<file path="src/rtl/core/chtbl_pkg.sv">
// ----------------------------------------------------------------------------
// chtbl_pkg
// Shared types and constants of the chained hash table: field widths,
// opcodes, result status codes and the sequencer state type.
// ----------------------------------------------------------------------------
package chtbl_pkg;

    // field widths of the request and result items
    localparam int ID_W      = 16;
    localparam int NAME_W    = 8;
    localparam int ORD_W     = 16;
    localparam int SIZE_W    = 5;
    localparam int BKT_OUT_W = 4;
    localparam int STAT_W    = 2;

    // defaults of the top-level parameters
    localparam int MAX_BUCKETS_DEF = 16;
    localparam int POOL_DEPTH_DEF  = 32;

    // table size after reset
    localparam logic [SIZE_W-1:0] TABLE_SIZE_RST = 5'd10;

    // request opcodes
    localparam logic OP_INSERT = 1'b0;
    localparam logic OP_DUMP   = 1'b1;

    // result status codes
    localparam logic [STAT_W-1:0] STAT_INSERTED = 2'd0;
    localparam logic [STAT_W-1:0] STAT_DROPPED  = 2'd1;
    localparam logic [STAT_W-1:0] STAT_RECORD   = 2'd2;
    localparam logic [STAT_W-1:0] STAT_EMPTY    = 2'd3;

    // sequencer states
    typedef enum logic [3:0] {
        S_IDLE,
        S_DIV,
        S_INS_RD,
        S_INS_WR1,
        S_INS_WR2,
        S_INS_OUT,
        S_DMP_HEAD,
        S_DMP_CHK,
        S_DMP_REC,
        S_DMP_EMIT
    } t_state;

endpackage

</file>
<file path="src/rtl/core/chained_hash_table_insert_dump_top.sv">
// ----------------------------------------------------------------------------
// chained_hash_table_insert_dump_top
// Hash table with separate chaining over a fixed record pool: insert and
// dump requests, one result register towards the receiver.
// ----------------------------------------------------------------------------
// Usage:
//   The request channel (i_in_valid / o_in_stall) takes one insert or dump
//   request at a time; o_in_stall is high while a request is being worked.
//   Results leave through a single output register (o_out_valid /
//   i_out_stall); a pending result does not block the next request.
//   Insert: the bucket is found by a bit-serial remainder unit, one id bit
//   per cycle, then a table read and one or two table writes, or none when
//   the pool is full and the record is dropped; a single result follows.
//   The block goes back to idle as soon as that result is loaded.
//   Dump: buckets are walked in order through the registered-read head,
//   link and record memories: per bucket a head read, then a check; per
//   record a read, then an emit. The final result carries o_last.
//   A stalled receiver holds the result; the walk waits until the output
//   register frees. Reset empties every bucket, clears the fill count and
//   sets the table size to 10; no clearing pass is needed. Write the table
//   size only while the block is idle.
// ----------------------------------------------------------------------------
module chained_hash_table_insert_dump_top #(
    parameter int MAX_BUCKETS = chtbl_pkg::MAX_BUCKETS_DEF,
    parameter int POOL_DEPTH  = chtbl_pkg::POOL_DEPTH_DEF
) (
    input  logic                               i_clk,
    input  logic                               i_rst_n,
    // configuration
    input  logic                               i_cfg_we,
    input  logic [chtbl_pkg::SIZE_W-1:0]       i_cfg_data,
    // request channel
    input  logic                               i_in_valid,
    output logic                               o_in_stall,
    input  logic                               i_opcode,
    input  logic [chtbl_pkg::ID_W-1:0]         i_rec_id,
    input  logic [chtbl_pkg::NAME_W-1:0]       i_rec_name,
    input  logic [chtbl_pkg::ORD_W-1:0]        i_rec_order,
    // result channel
    output logic                               o_out_valid,
    input  logic                               i_out_stall,
    output logic [chtbl_pkg::STAT_W-1:0]       o_status,
    output logic [chtbl_pkg::BKT_OUT_W-1:0]    o_bucket,
    output logic [chtbl_pkg::ID_W-1:0]         o_out_id,
    output logic [chtbl_pkg::NAME_W-1:0]       o_out_name,
    output logic [chtbl_pkg::ORD_W-1:0]        o_out_order,
    output logic                               o_last
);

    localparam int BW   = (MAX_BUCKETS > 1) ? $clog2(MAX_BUCKETS) : 1;
    localparam int PW   = (POOL_DEPTH > 1) ? $clog2(POOL_DEPTH) : 1;
    localparam int CW   = $clog2(POOL_DEPTH + 1);
    localparam int SW   = chtbl_pkg::SIZE_W;
    localparam int IW   = chtbl_pkg::ID_W;
    localparam int NW   = chtbl_pkg::NAME_W;
    localparam int OW   = chtbl_pkg::ORD_W;
    localparam int CNTW = $clog2(IW);
    localparam int RECW = IW + NW + OW;

    // ------------------------------------------------------------------
    // registers
    // ------------------------------------------------------------------
    chtbl_pkg::t_state          r_state, n_state;
    logic [SW-1:0]              r_table_size;
    logic [MAX_BUCKETS-1:0]     r_head_valid;
    logic [CW-1:0]              r_fill;
    logic [BW-1:0]              r_bkt;
    logic [PW-1:0]              r_cur;
    logic [SW-1:0]              r_rem;
    logic [CNTW-1:0]            r_cnt;
    logic [IW-1:0]              r_shift;
    logic                       r_drop;
    logic [IW-1:0]              r_id;
    logic [NW-1:0]              r_name;
    logic [OW-1:0]              r_order;

    // memories, all with registered read
    logic [PW-1:0]              head_mem [MAX_BUCKETS];
    logic [PW-1:0]              tail_mem [MAX_BUCKETS];
    logic [PW:0]                link_mem [POOL_DEPTH];
    logic [RECW-1:0]            rec_mem  [POOL_DEPTH];
    logic [PW-1:0]              r_head_rd;
    logic [PW-1:0]              r_tail_rd;
    logic [PW:0]                r_link_rd;
    logic [RECW-1:0]            r_rec_rd;

    // result register
    logic                       r_out_valid;
    logic [chtbl_pkg::STAT_W-1:0] r_status;
    logic [BW-1:0]              r_out_bkt;
    logic [IW-1:0]              r_out_id;
    logic [NW-1:0]              r_out_name;
    logic [OW-1:0]              r_out_order;
    logic                       r_last;

    // ------------------------------------------------------------------
    // shared signals
    // ------------------------------------------------------------------
    logic [SW-1:0]  eff_size;
    logic           in_acc;
    logic           out_free;
    logic           last_bkt;
    logic           head_hit;
    logic [PW-1:0]  fill_idx;

    // remainder unit
    logic           div_bit;
    logic [SW:0]    div_part;
    logic           div_ge;
    logic [SW-1:0]  div_rem;
    logic           div_done;

    // sequencer controls
    logic                         out_load;
    logic [chtbl_pkg::STAT_W-1:0] out_status;
    logic                         out_last;
    logic                         out_rec;
    logic                         rec_we;
    logic                         link_we;
    logic [PW-1:0]                link_waddr;
    logic [PW:0]                  link_wdata;
    logic                         head_we;
    logic                         tail_we;
    logic                         fill_inc;
    logic                         bkt_inc;
    logic                         cur_from_head;
    logic                         cur_from_link;

    // effective table size: zero acts as one, clipped to the bucket count
    always_comb begin
        if (r_table_size == '0) begin
            eff_size = SW'(1);
        end else if ({4'b0, r_table_size} > 9'(MAX_BUCKETS)) begin
            eff_size = SW'(MAX_BUCKETS);
        end else begin
            eff_size = r_table_size;
        end
    end

    assign in_acc   = i_in_valid && !o_in_stall;
    assign out_free = !r_out_valid || !i_out_stall;
    assign last_bkt = (r_bkt == BW'(eff_size - SW'(1)));
    assign head_hit = r_head_valid[r_bkt];
    assign fill_idx = r_fill[PW-1:0];

    // one restoring remainder step per cycle, msb of the id first
    assign div_bit  = r_shift[IW-1];
    assign div_part = {r_rem, div_bit};
    assign div_ge   = (div_part >= {1'b0, eff_size});
    assign div_rem  = div_ge ? SW'(div_part - {1'b0, eff_size}) : SW'(div_part);
    assign div_done = (r_cnt == CNTW'(IW - 1));

    // next state
    always_comb begin
        n_state = r_state;
        case (r_state)
            chtbl_pkg::S_IDLE: begin
                if (in_acc) begin
                    n_state = (i_opcode == chtbl_pkg::OP_DUMP) ? chtbl_pkg::S_DMP_HEAD
                                                               : chtbl_pkg::S_DIV;
                end
            end
            chtbl_pkg::S_DIV: begin
                if (div_done) begin
                    n_state = (r_fill == CW'(POOL_DEPTH)) ? chtbl_pkg::S_INS_OUT
                                                          : chtbl_pkg::S_INS_RD;
                end
            end
            chtbl_pkg::S_INS_RD:  n_state = chtbl_pkg::S_INS_WR1;
            chtbl_pkg::S_INS_WR1: begin
                n_state = head_hit ? chtbl_pkg::S_INS_WR2 : chtbl_pkg::S_INS_OUT;
            end
            chtbl_pkg::S_INS_WR2: n_state = chtbl_pkg::S_INS_OUT;
            chtbl_pkg::S_INS_OUT: begin
                if (out_free) n_state = chtbl_pkg::S_IDLE;
            end
            chtbl_pkg::S_DMP_HEAD: n_state = chtbl_pkg::S_DMP_CHK;
            chtbl_pkg::S_DMP_CHK: begin
                if (head_hit) begin
                    n_state = chtbl_pkg::S_DMP_REC;
                end else if (out_free) begin
                    n_state = last_bkt ? chtbl_pkg::S_IDLE : chtbl_pkg::S_DMP_HEAD;
                end
            end
            chtbl_pkg::S_DMP_REC: n_state = chtbl_pkg::S_DMP_EMIT;
            chtbl_pkg::S_DMP_EMIT: begin
                if (out_free) begin
                    if (r_link_rd[PW]) begin
                        n_state = chtbl_pkg::S_DMP_REC;
                    end else begin
                        n_state = last_bkt ? chtbl_pkg::S_IDLE : chtbl_pkg::S_DMP_HEAD;
                    end
                end
            end
            default: n_state = chtbl_pkg::S_IDLE;
        endcase
    end

    // sequencer outputs
    always_comb begin
        o_in_stall    = (r_state != chtbl_pkg::S_IDLE);
        out_load      = 1'b0;
        out_status    = chtbl_pkg::STAT_INSERTED;
        out_last      = 1'b0;
        out_rec       = 1'b0;
        rec_we        = 1'b0;
        link_we       = 1'b0;
        link_waddr    = fill_idx;
        link_wdata    = '0;
        head_we       = 1'b0;
        tail_we       = 1'b0;
        fill_inc      = 1'b0;
        bkt_inc       = 1'b0;
        cur_from_head = 1'b0;
        cur_from_link = 1'b0;
        case (r_state)
            chtbl_pkg::S_INS_WR1: begin
                // store the record as a new chain end
                rec_we  = 1'b1;
                link_we = 1'b1;
                if (!head_hit) begin
                    head_we  = 1'b1;
                    tail_we  = 1'b1;
                    fill_inc = 1'b1;
                end
            end
            chtbl_pkg::S_INS_WR2: begin
                // append behind the old tail
                link_we    = 1'b1;
                link_waddr = r_tail_rd;
                link_wdata = {1'b1, fill_idx};
                tail_we    = 1'b1;
                fill_inc   = 1'b1;
            end
            chtbl_pkg::S_INS_OUT: begin
                out_load   = out_free;
                out_status = r_drop ? chtbl_pkg::STAT_DROPPED : chtbl_pkg::STAT_INSERTED;
                out_last   = 1'b1;
            end
            chtbl_pkg::S_DMP_CHK: begin
                if (head_hit) begin
                    cur_from_head = 1'b1;
                end else begin
                    out_load   = out_free;
                    out_status = chtbl_pkg::STAT_EMPTY;
                    out_last   = last_bkt;
                    bkt_inc    = out_free && !last_bkt;
                end
            end
            chtbl_pkg::S_DMP_EMIT: begin
                out_load      = out_free;
                out_status    = chtbl_pkg::STAT_RECORD;
                out_rec       = 1'b1;
                out_last      = last_bkt && !r_link_rd[PW];
                cur_from_link = out_free && r_link_rd[PW];
                bkt_inc       = out_free && !r_link_rd[PW] && !last_bkt;
            end
            default: ;
        endcase
    end

    // control registers
    always_ff @(posedge i_clk) begin
        if (!i_rst_n) begin
            r_state      <= chtbl_pkg::S_IDLE;
            r_table_size <= chtbl_pkg::TABLE_SIZE_RST;
            r_head_valid <= '0;
            r_fill       <= '0;
            r_out_valid  <= 1'b0;
        end else begin
            r_state <= n_state;
            if (i_cfg_we) r_table_size <= i_cfg_data;
            if (head_we) r_head_valid[r_bkt] <= 1'b1;
            if (fill_inc) r_fill <= r_fill + CW'(1);
            if (out_load) begin
                r_out_valid <= 1'b1;
            end else if (!i_out_stall) begin
                r_out_valid <= 1'b0;
            end
        end
    end

    // request capture, remainder unit and walk pointers
    always_ff @(posedge i_clk) begin
        if (in_acc) begin
            r_id    <= i_rec_id;
            r_name  <= i_rec_name;
            r_order <= i_rec_order;
            r_shift <= i_rec_id;
            r_rem   <= '0;
            r_cnt   <= '0;
            r_bkt   <= '0;
        end
        if (r_state == chtbl_pkg::S_DIV) begin
            r_shift <= r_shift << 1;
            r_rem   <= div_rem;
            r_cnt   <= r_cnt + CNTW'(1);
            if (div_done) begin
                r_bkt  <= BW'(div_rem);
                r_drop <= (r_fill == CW'(POOL_DEPTH));
            end
        end
        if (bkt_inc) r_bkt <= r_bkt + BW'(1);
        if (cur_from_head) r_cur <= r_head_rd;
        if (cur_from_link) r_cur <= r_link_rd[PW-1:0];
    end

    // bucket head and tail memories
    always_ff @(posedge i_clk) begin
        if (head_we) head_mem[r_bkt] <= fill_idx;
        if (tail_we) tail_mem[r_bkt] <= fill_idx;
        r_head_rd <= head_mem[r_bkt];
        r_tail_rd <= tail_mem[r_bkt];
    end

    // link and record memories
    always_ff @(posedge i_clk) begin
        if (link_we) link_mem[link_waddr] <= link_wdata;
        if (rec_we) rec_mem[fill_idx] <= {r_id, r_name, r_order};
        r_link_rd <= link_mem[r_cur];
        r_rec_rd  <= rec_mem[r_cur];
    end

    // result register payload
    always_ff @(posedge i_clk) begin
        if (out_load) begin
            r_status  <= out_status;
            r_out_bkt <= r_bkt;
            r_last    <= out_last;
            if (out_rec) begin
                {r_out_id, r_out_name, r_out_order} <= r_rec_rd;
            end else begin
                r_out_id    <= '0;
                r_out_name  <= '0;
                r_out_order <= '0;
            end
        end
    end

    assign o_out_valid = r_out_valid;
    assign o_status    = r_status;
    assign o_bucket    = chtbl_pkg::BKT_OUT_W'(r_out_bkt);
    assign o_out_id    = r_out_id;
    assign o_out_name  = r_out_name;
    assign o_out_order = r_out_order;
    assign o_last      = r_last;

    // ------------------------------------------------------------------
    // assertions
    // ------------------------------------------------------------------
    a_fill_bound: assert property (@(posedge i_clk) disable iff (!i_rst_n)
        r_fill <= CW'(POOL_DEPTH))
        else $error("fill count beyond pool depth");

    a_fill_step: assert property (@(posedge i_clk) disable iff (!i_rst_n)
        ($past(i_rst_n) && (r_fill != $past(r_fill))) |-> (r_fill == $past(r_fill) + CW'(1)))
        else $error("fill count moved by other than one");

    a_rec_needs_fill: assert property (@(posedge i_clk) disable iff (!i_rst_n)
        (out_load && (out_status == chtbl_pkg::STAT_RECORD)) |-> (r_fill != '0))
        else $error("record dumped from an empty pool");

    a_drop_only_full: assert property (@(posedge i_clk) disable iff (!i_rst_n)
        (out_load && (out_status == chtbl_pkg::STAT_DROPPED)) |-> (r_fill == CW'(POOL_DEPTH)))
        else $error("insert dropped with room in the pool");

endmodule

</file>
<file path="config.mk">
export PLATFORM = sky130hd
export DESIGN_NAME = chained_hash_table_insert_dump_top
export DESIGN_NICKNAME = d
export VERILOG_FILES = /design/src/rtl/core/chtbl_pkg.sv /design/src/rtl/core/chained_hash_table_insert_dump_top.sv
export SDC_FILE = /design/constraint.sdc
export NUM_CORES = 2
export LEC_CHECK = 0
export ABC_AREA = 1
export ABC_CLOCK_PERIOD_IN_PS = 10600
export BUFFER_PORTS_ARGS = -buffer_cell sky130_fd_sc_hd__buf_2
export CORE_ASPECT_RATIO = 2
export CORE_MARGIN = 3
export CORE_UTILIZATION = 35
export DETAILED_ROUTE_END_ITERATION = 10
export PLACE_DENSITY = 0.51
export SLEW_MARGIN = 30
export SYNTH_ARGS = -nofsm -noshare
export SYNTH_HDL_FRONTEND = slang
export SYNTH_SLANG_ARGS = --single-unit
</file>
<file path="constraint.sdc">
create_clock -name i_clk -period 10.6 [get_ports i_clk]
set_input_delay 2.12 -clock i_clk [delete_from_list [all_inputs] [get_ports i_clk]]
set_output_delay 2.12 -clock i_clk [all_outputs]
set_load 0.05 [all_outputs]
</file>
Yosys cells after proc, flatten, opt, wreduce, memory -nomap -nowiden
Memory sizes are Yosys's and may differ from the RTL's. A register that Yosys moved wholly into a read port is not among the register bits.
Cells that the tools add are included.
{"block": "totals", "regBits": 154, "mem_bits_rw": 1632, "out_inout_bits": 49, "n_memories": 4}
{"name": "rec_mem", "words": 32, "word_bits": 40, "read_ports": 1, "rd_ports_with_merged_regs": 1, "wr": 1, "line": "chained_hash_table_insert_dump_top.sv:81", "source": "logic [RECW-1:0] rec_mem [POOL_DEPTH];"}
{"name": "link_mem", "words": 32, "word_bits": 6, "read_ports": 1, "rd_ports_with_merged_regs": 1, "wr": 1, "line": "chained_hash_table_insert_dump_top.sv:80", "source": "logic [PW:0] link_mem [POOL_DEPTH];"}
{"name": "head_mem", "words": 16, "word_bits": 5, "read_ports": 1, "rd_ports_with_merged_regs": 1, "wr": 1, "line": "chained_hash_table_insert_dump_top.sv:78", "source": "logic [PW-1:0] head_mem [MAX_BUCKETS];"}
{"name": "tail_mem", "words": 16, "word_bits": 5, "read_ports": 1, "rd_ports_with_merged_regs": 1, "wr": 1, "line": "chained_hash_table_insert_dump_top.sv:79", "source": "logic [PW-1:0] tail_mem [MAX_BUCKETS];"}
{"block": "classes", "n_reduce_logical": 22, "n_addsub": 5, "bitwise_logic": 1, "eq_ne": 18, "mux": 61, "n_lt_le_gt_ge": 4}
{"operator": "$mux W4", "count": 13}
{"operator": "$mux W5", "count": 8}
{"operator": "$pmux W4 S10", "count": 1}
{"operator": "$mux W16", "count": 2}
{"operator": "$mux W1", "count": 25}
{"operator": "$eq A4 B3 Y1 const B", "count": 4}
{"operator": "$or A16 B16 Y16", "count": 1}
{"operator": "$eq A4 B4 Y1 const B", "count": 3}
{"operator": "$mux W3", "count": 3}
{"operator": "$add A4 B1 Y4 const B", "count": 2}
{"operator": "$eq A4 B2 Y1 const B", "count": 2}
{"operator": "$ne A2 B2 Y1 const B", "count": 4}
{"operator": "$logic_and A1 B1 Y1", "count": 7}
{"operator": "$add A6 B1 Y6 const B", "count": 1}
{"operator": "$eq A6 B6 Y1 const B", "count": 1}
{"operator": "$ge A6 B5 Y1", "count": 1}
{"operator": "$mux W6", "count": 1}
{"operator": "$pmux W1 S2", "count": 3}
{"operator": "$pmux W2 S3", "count": 1}
{"operator": "$gt A5 B5 Y1 const B", "count": 1}
{"operator": "$logic_not A1 Y1", "count": 5}
{"operator": "$logic_not A5 Y1", "count": 1}
{"operator": "$lt A4 B5 Y1 const B", "count": 1}
{"operator": "$reduce_and A5 Y1", "count": 1}
{"operator": "17 further kinds", "count": 19}

Logic depth before layout (Yosys ltp)
{"block": "logic_depth", "ltp_word": 10, "depth_mapped": 17, "mapped_depth_nobuf": 17}

Least setup slack after synthesis
OpenSTA, ideal clock, no wires.
{"block": "synth_path", "path_type": "input to register", "start": "in i_out_stall", "end": "reg r_out_bkt[0], in the netlist o_bucket[0] (enable)", "n_path_buf": 0, "stages": 3, "t_arrival_ps": 4728, "setup_slack_ps": 5392, "cell_sequence": "nand2_1 -> inv_1 -> a31oi_1"}
{"block": "synth_via", "elab_chain_len": 4}
{"item": "start: declaration", "line": "chained_hash_table_insert_dump_top.sv:41", "source": "input logic i_out_stall,"}
{"item": "$logic_not A1 Y1 (*)"}
{"item": "$logic_or A1 B1 Y1 (*)", "line": "chained_hash_table_insert_dump_top.sv:141", "source": "assign out_free = !r_out_valid || !i_out_stall;"}
{"item": "$mux W1", "line": "chained_hash_table_insert_dump_top.sv:241", "source": "if (head_hit) begin"}
{"item": "$pmux W1 S2 (*)", "line": "chained_hash_table_insert_dump_top.sv:216", "source": "case (r_state)"}
{"item": "named net out_load", "line": "chained_hash_table_insert_dump_top.sv:114", "source": "logic out_load;"}
{"item": "end signal: assignment", "line": "chained_hash_table_insert_dump_top.sv:328", "source": "r_out_bkt <= r_bkt;"}
{"item": "end: declaration", "line": "chained_hash_table_insert_dump_top.sv:90", "source": "logic [BW-1:0] r_out_bkt;"}
Mark *: on every way through the listed nets, which the timed path passes. The rest lies on a longest branch.
A chain may end at the register's enable or synchronous reset.

==> impl_results.md <==
* TritonCTS clock tree: yes
* Met1 Track Usage GR at 23.3%
* Final ANT Viol Nets at 0
* Detailed Route WL at 216,000 µm
* # setup viols final at 0
* WS Path Type: reg2reg
* Initial antenna violation count at 4
* Hpwl dp at 114,000 µm
* Die Y at about 640 µm
* Setup Skew at 0.0470 ns
* Post-synth EDFFs at between 1,500 and 2,000
* Commonest non-fill, non-tap cells in the layout: edfxtp_1 (1,749), nor2_1 (1,049), o21ai_0 (804), o221ai_1 (274), clkbuf_16 (172)
* Initial DRT Pass Iterations at 5
* Final period util at roughly two fifths
* Placer congestion estimate at 0.787
* Vias at 44,400
* Grt total ovfl at 0
* I/O pins at 100
* Worst path slowest cell: buf_4
* Final routed DRC violation total at 0
* Sequential area share after synthesis at 76.5%
* Final hold vios at 0
* Max Cap Viol at 0
* Status: complete, no violations
* Pwr/cell area at 197 nW/µm²
* Final Critical Period at 4.26 ns
* Cell Area, Synth at 71,100 µm²
* Max IR drop VDD at roughly 0.16 mV
* Hold Crit Start: r_shift[0]$_SDFFE_PP0P_
* # Post-CTS Setup Buffers at 0
* Total Routing Usage GR at 19.9%
* Fin. max-slew vios at 0
* Ys Warns at 0
* Reg2reg start: r_cur[0]$_DFFE_PP_
* Crit start category: register
* Fmax at 0.235 GHz
* Hold Crit Class: reg2reg
* Core area at 202,000 µm²
* Headroom to the max-slew limit at 30.0%
* CP Capture Type: register
* Avg Cell Area, Syn at around 14 µm²
* Latest clock arrival within the worst-skew pair at 0.82 ns
* Setup TNS at 0 ns
* IO buf count at a little under 100
* RSZ-0062 raised after global routing: false
* Critical Path AT at 4.98 ns
* Die Span X at 325 µm
* Vias in the first global route at roughly 44,000
* Starting density of the core at 35.2%
* FILL cells at 18,900
* M2 GR Usage at 37.3%
* Critical Path RT at 11.32 ns
* DR iter-0 viols at 3,932
* Avg Vias per Cell at 5.51
* Worst Tran Pin Value at around 1.0 ns
* Nets at 5,302
* First-pass GRT wire length at 307,000 µm
* Leak Pwr at between 20 and 30 nW
* Post-synth net total at about 5,300
* Worst-path fanout max at 176
* Cts bufs inserted at 169
* Clock-pin slew on the worst setup and hold paths at approximately 0.070 ns
* Largest net degree at the start of global routing at 227
* Hold path cells at 2
* Clk sinks at roughly 1,800
* Die Area at 209,000 µm²
* Root Buffer Master: clkbuf_16
* Commonest non-fill, non-tap cell in the layout: edfxtp_1
* GRT Max-Usage Layer: met2
* Netlist cell types at 40
* Slowest Stage Delay on Critical Path at 0.84 ns
* Area grow syn2layout at 12.6%
* Post-Synthesis Cells at 5,220
* Final Hold Slack at between 0.4 and 0.5 ns
* CTS Hold Bufs at 0
* CP dominant cell by count: buf_4
* FFs w/ async S/R, synth at 0%
* Worst Hold End: r_shift[0]$_SDFFE_PP0P_
* Post-CTS sizing at 0
* Worst reg2reg setup slack at approximately 6.3 ns
* Layout cell share with drive strength beyond 1 at 9.36%
* Grt met3 use at 2.04%
* Seq cells post-synth at 1,842
* Row Count at 233
* Worst r2r path cells at 10
* Critical Path, Cell by Cell: buf_12 -> buf_4 -> buf_4 -> buf_4 -> o21ai_0 -> o22ai_1 -> nor2_1 -> nor2_1 -> o21ai_1 -> a31oi_1
* Final core utilization at 39.7%
* Prevailing post-synth register cell: edfxtp_1
* Maximum clock insertion buffer count at 4
* Routed len/inst at roughly 27 µm
* H-tree lvl count at 4
* RR Endpoint: r_rec_rd[3]$_DFF_P_
## cells by family (layout without fill, tap and decap cells)
logic type	after synthesis	after routing	synth area share, %
flops	1842	1842	76.5
other cells	0	1	0
mux	5	5	0.0792
buf+inv	478	621	2.78
compound gates	1451	1451	12.3
xor+xnor	5	5	0.0616
simple gates	1423	1423	7.93
fa+ha+maj	16	16	0.292
## layout make-up
class                      instances  area (µm²)  share of cell area, %
antenna                            1        2.50                0.00313
multi-input combinational       2900       15000                   18.7
tap                             2702        3380                   4.23
clock inverter                    54         524                  0.655
inverter                         115         470                  0.588
timing repair buffer             207        1540                   1.93
clock buffer                     245        4700                   5.87
sequential                      1842       54400                   68.0
## routing by layer
metal / share of wire (%) / vias up
li1: - / 19700
met1: 38 / 22900
met2: 53 / 1481
met3: 4.8 / 411
met4: 4.1 / 0
met5: 0 / -
## power breakdown
part	total [mW]	switching [mW]	internal (mW)
logic	0.970	0.751	0.219
clock network	5.96	2.66	3.30
registers	8.86	0.278	8.58
total	15.8	3.69	12.1
## state kept, by name, indices dropped and copies added (netlist names), 40 cells and up
register	cells
link_mem	192
r_rec_rd	40
head_mem	80
rec_mem	1280
tail_mem	80
## worst max-delay path by stage
| stage | start | to | slack [ns] | cells after the start |
|---|---|---|---|---|
| after detailed placement | r_cur[0]$_DFFE_PP_ | r_rec_rd[3]$_DFF_P_ | 6.26 | 10 |
| after CTS | r_cur[0]$_DFFE_PP_ | r_rec_rd[3]$_DFF_P_ | 6.22 | 10 |
| after floorplan | i_out_stall | o_bucket[0]$_DFFE_PP_ | 5.39 | 3 |
| after global routing | r_cur[0]$_DFFE_PP_ | r_rec_rd[3]$_DFF_P_ | 6.06 | 10 |
| final | r_cur[0]$_DFFE_PP_ | r_rec_rd[3]$_DFF_P_ | 6.34 | 10 |
| after global placement | i_out_stall | o_out_id[12]$_SDFFCE_PN0P_ | 6.33 | 5 |
## synth_stat cells, types with 3 or more instances
cell         n  share of area, %
a21oi_1     16              0.11
a22o_1      14              0.17
a31oi_1     47              0.41
a32oi_1     35              0.43
buf_1        6             0.032
buf_2       82              0.58
buf_4       15              0.16
buf_6        3             0.048
clkbuf_1   257               1.4
clkinv_1     3             0.016
dfxtp_1     93               2.6
edfxtp_1  1749                74
ha_1        15              0.26
inv_1      105              0.55
inv_2        6             0.032
mux2_2       5             0.079
nand2_1    159              0.84
nand2_2      6             0.053
nand2_4      3             0.048
nand3_1    143               1.0
nand4_1     12              0.11
nor2_1    1086               5.7
nor2_2       5             0.044
nor3_1       4             0.028
o21a_1      17              0.18
o21ai_0    805               5.7
o21ai_1    104              0.73
o221ai_1   274               3.4
o22ai_1    135               1.2
xnor2_1      3             0.037
## critical path, delay by kind of cell, from the launching register on
| family | cells | cell delay [ns] |
|---|---|---|
| buf+inv | 4 | 2.64 |
| flops | 1 | 0.38 |
| simple gates | 2 | 0.25 |
| compound gates | 4 | 0.75 |
## per-stage QoR
stage / setup WS, ns / cell area [µm²] / std cells / total power [mW]
floorplan: 5.39 / 71100 / 5220 / 9.46
global route: 6.06 / 80000 / 8066 / 16.3
global placement: 6.33 / 74400 / 7741 / 9.92
detailed placement: 6.26 / 74500 / 7745 / 9.95
CTS: 6.22 / 79700 / 8044 / 15.9
finish: 6.34 / 80000 / 8066 / 15.8
Power figures use the tool's default switching activity.
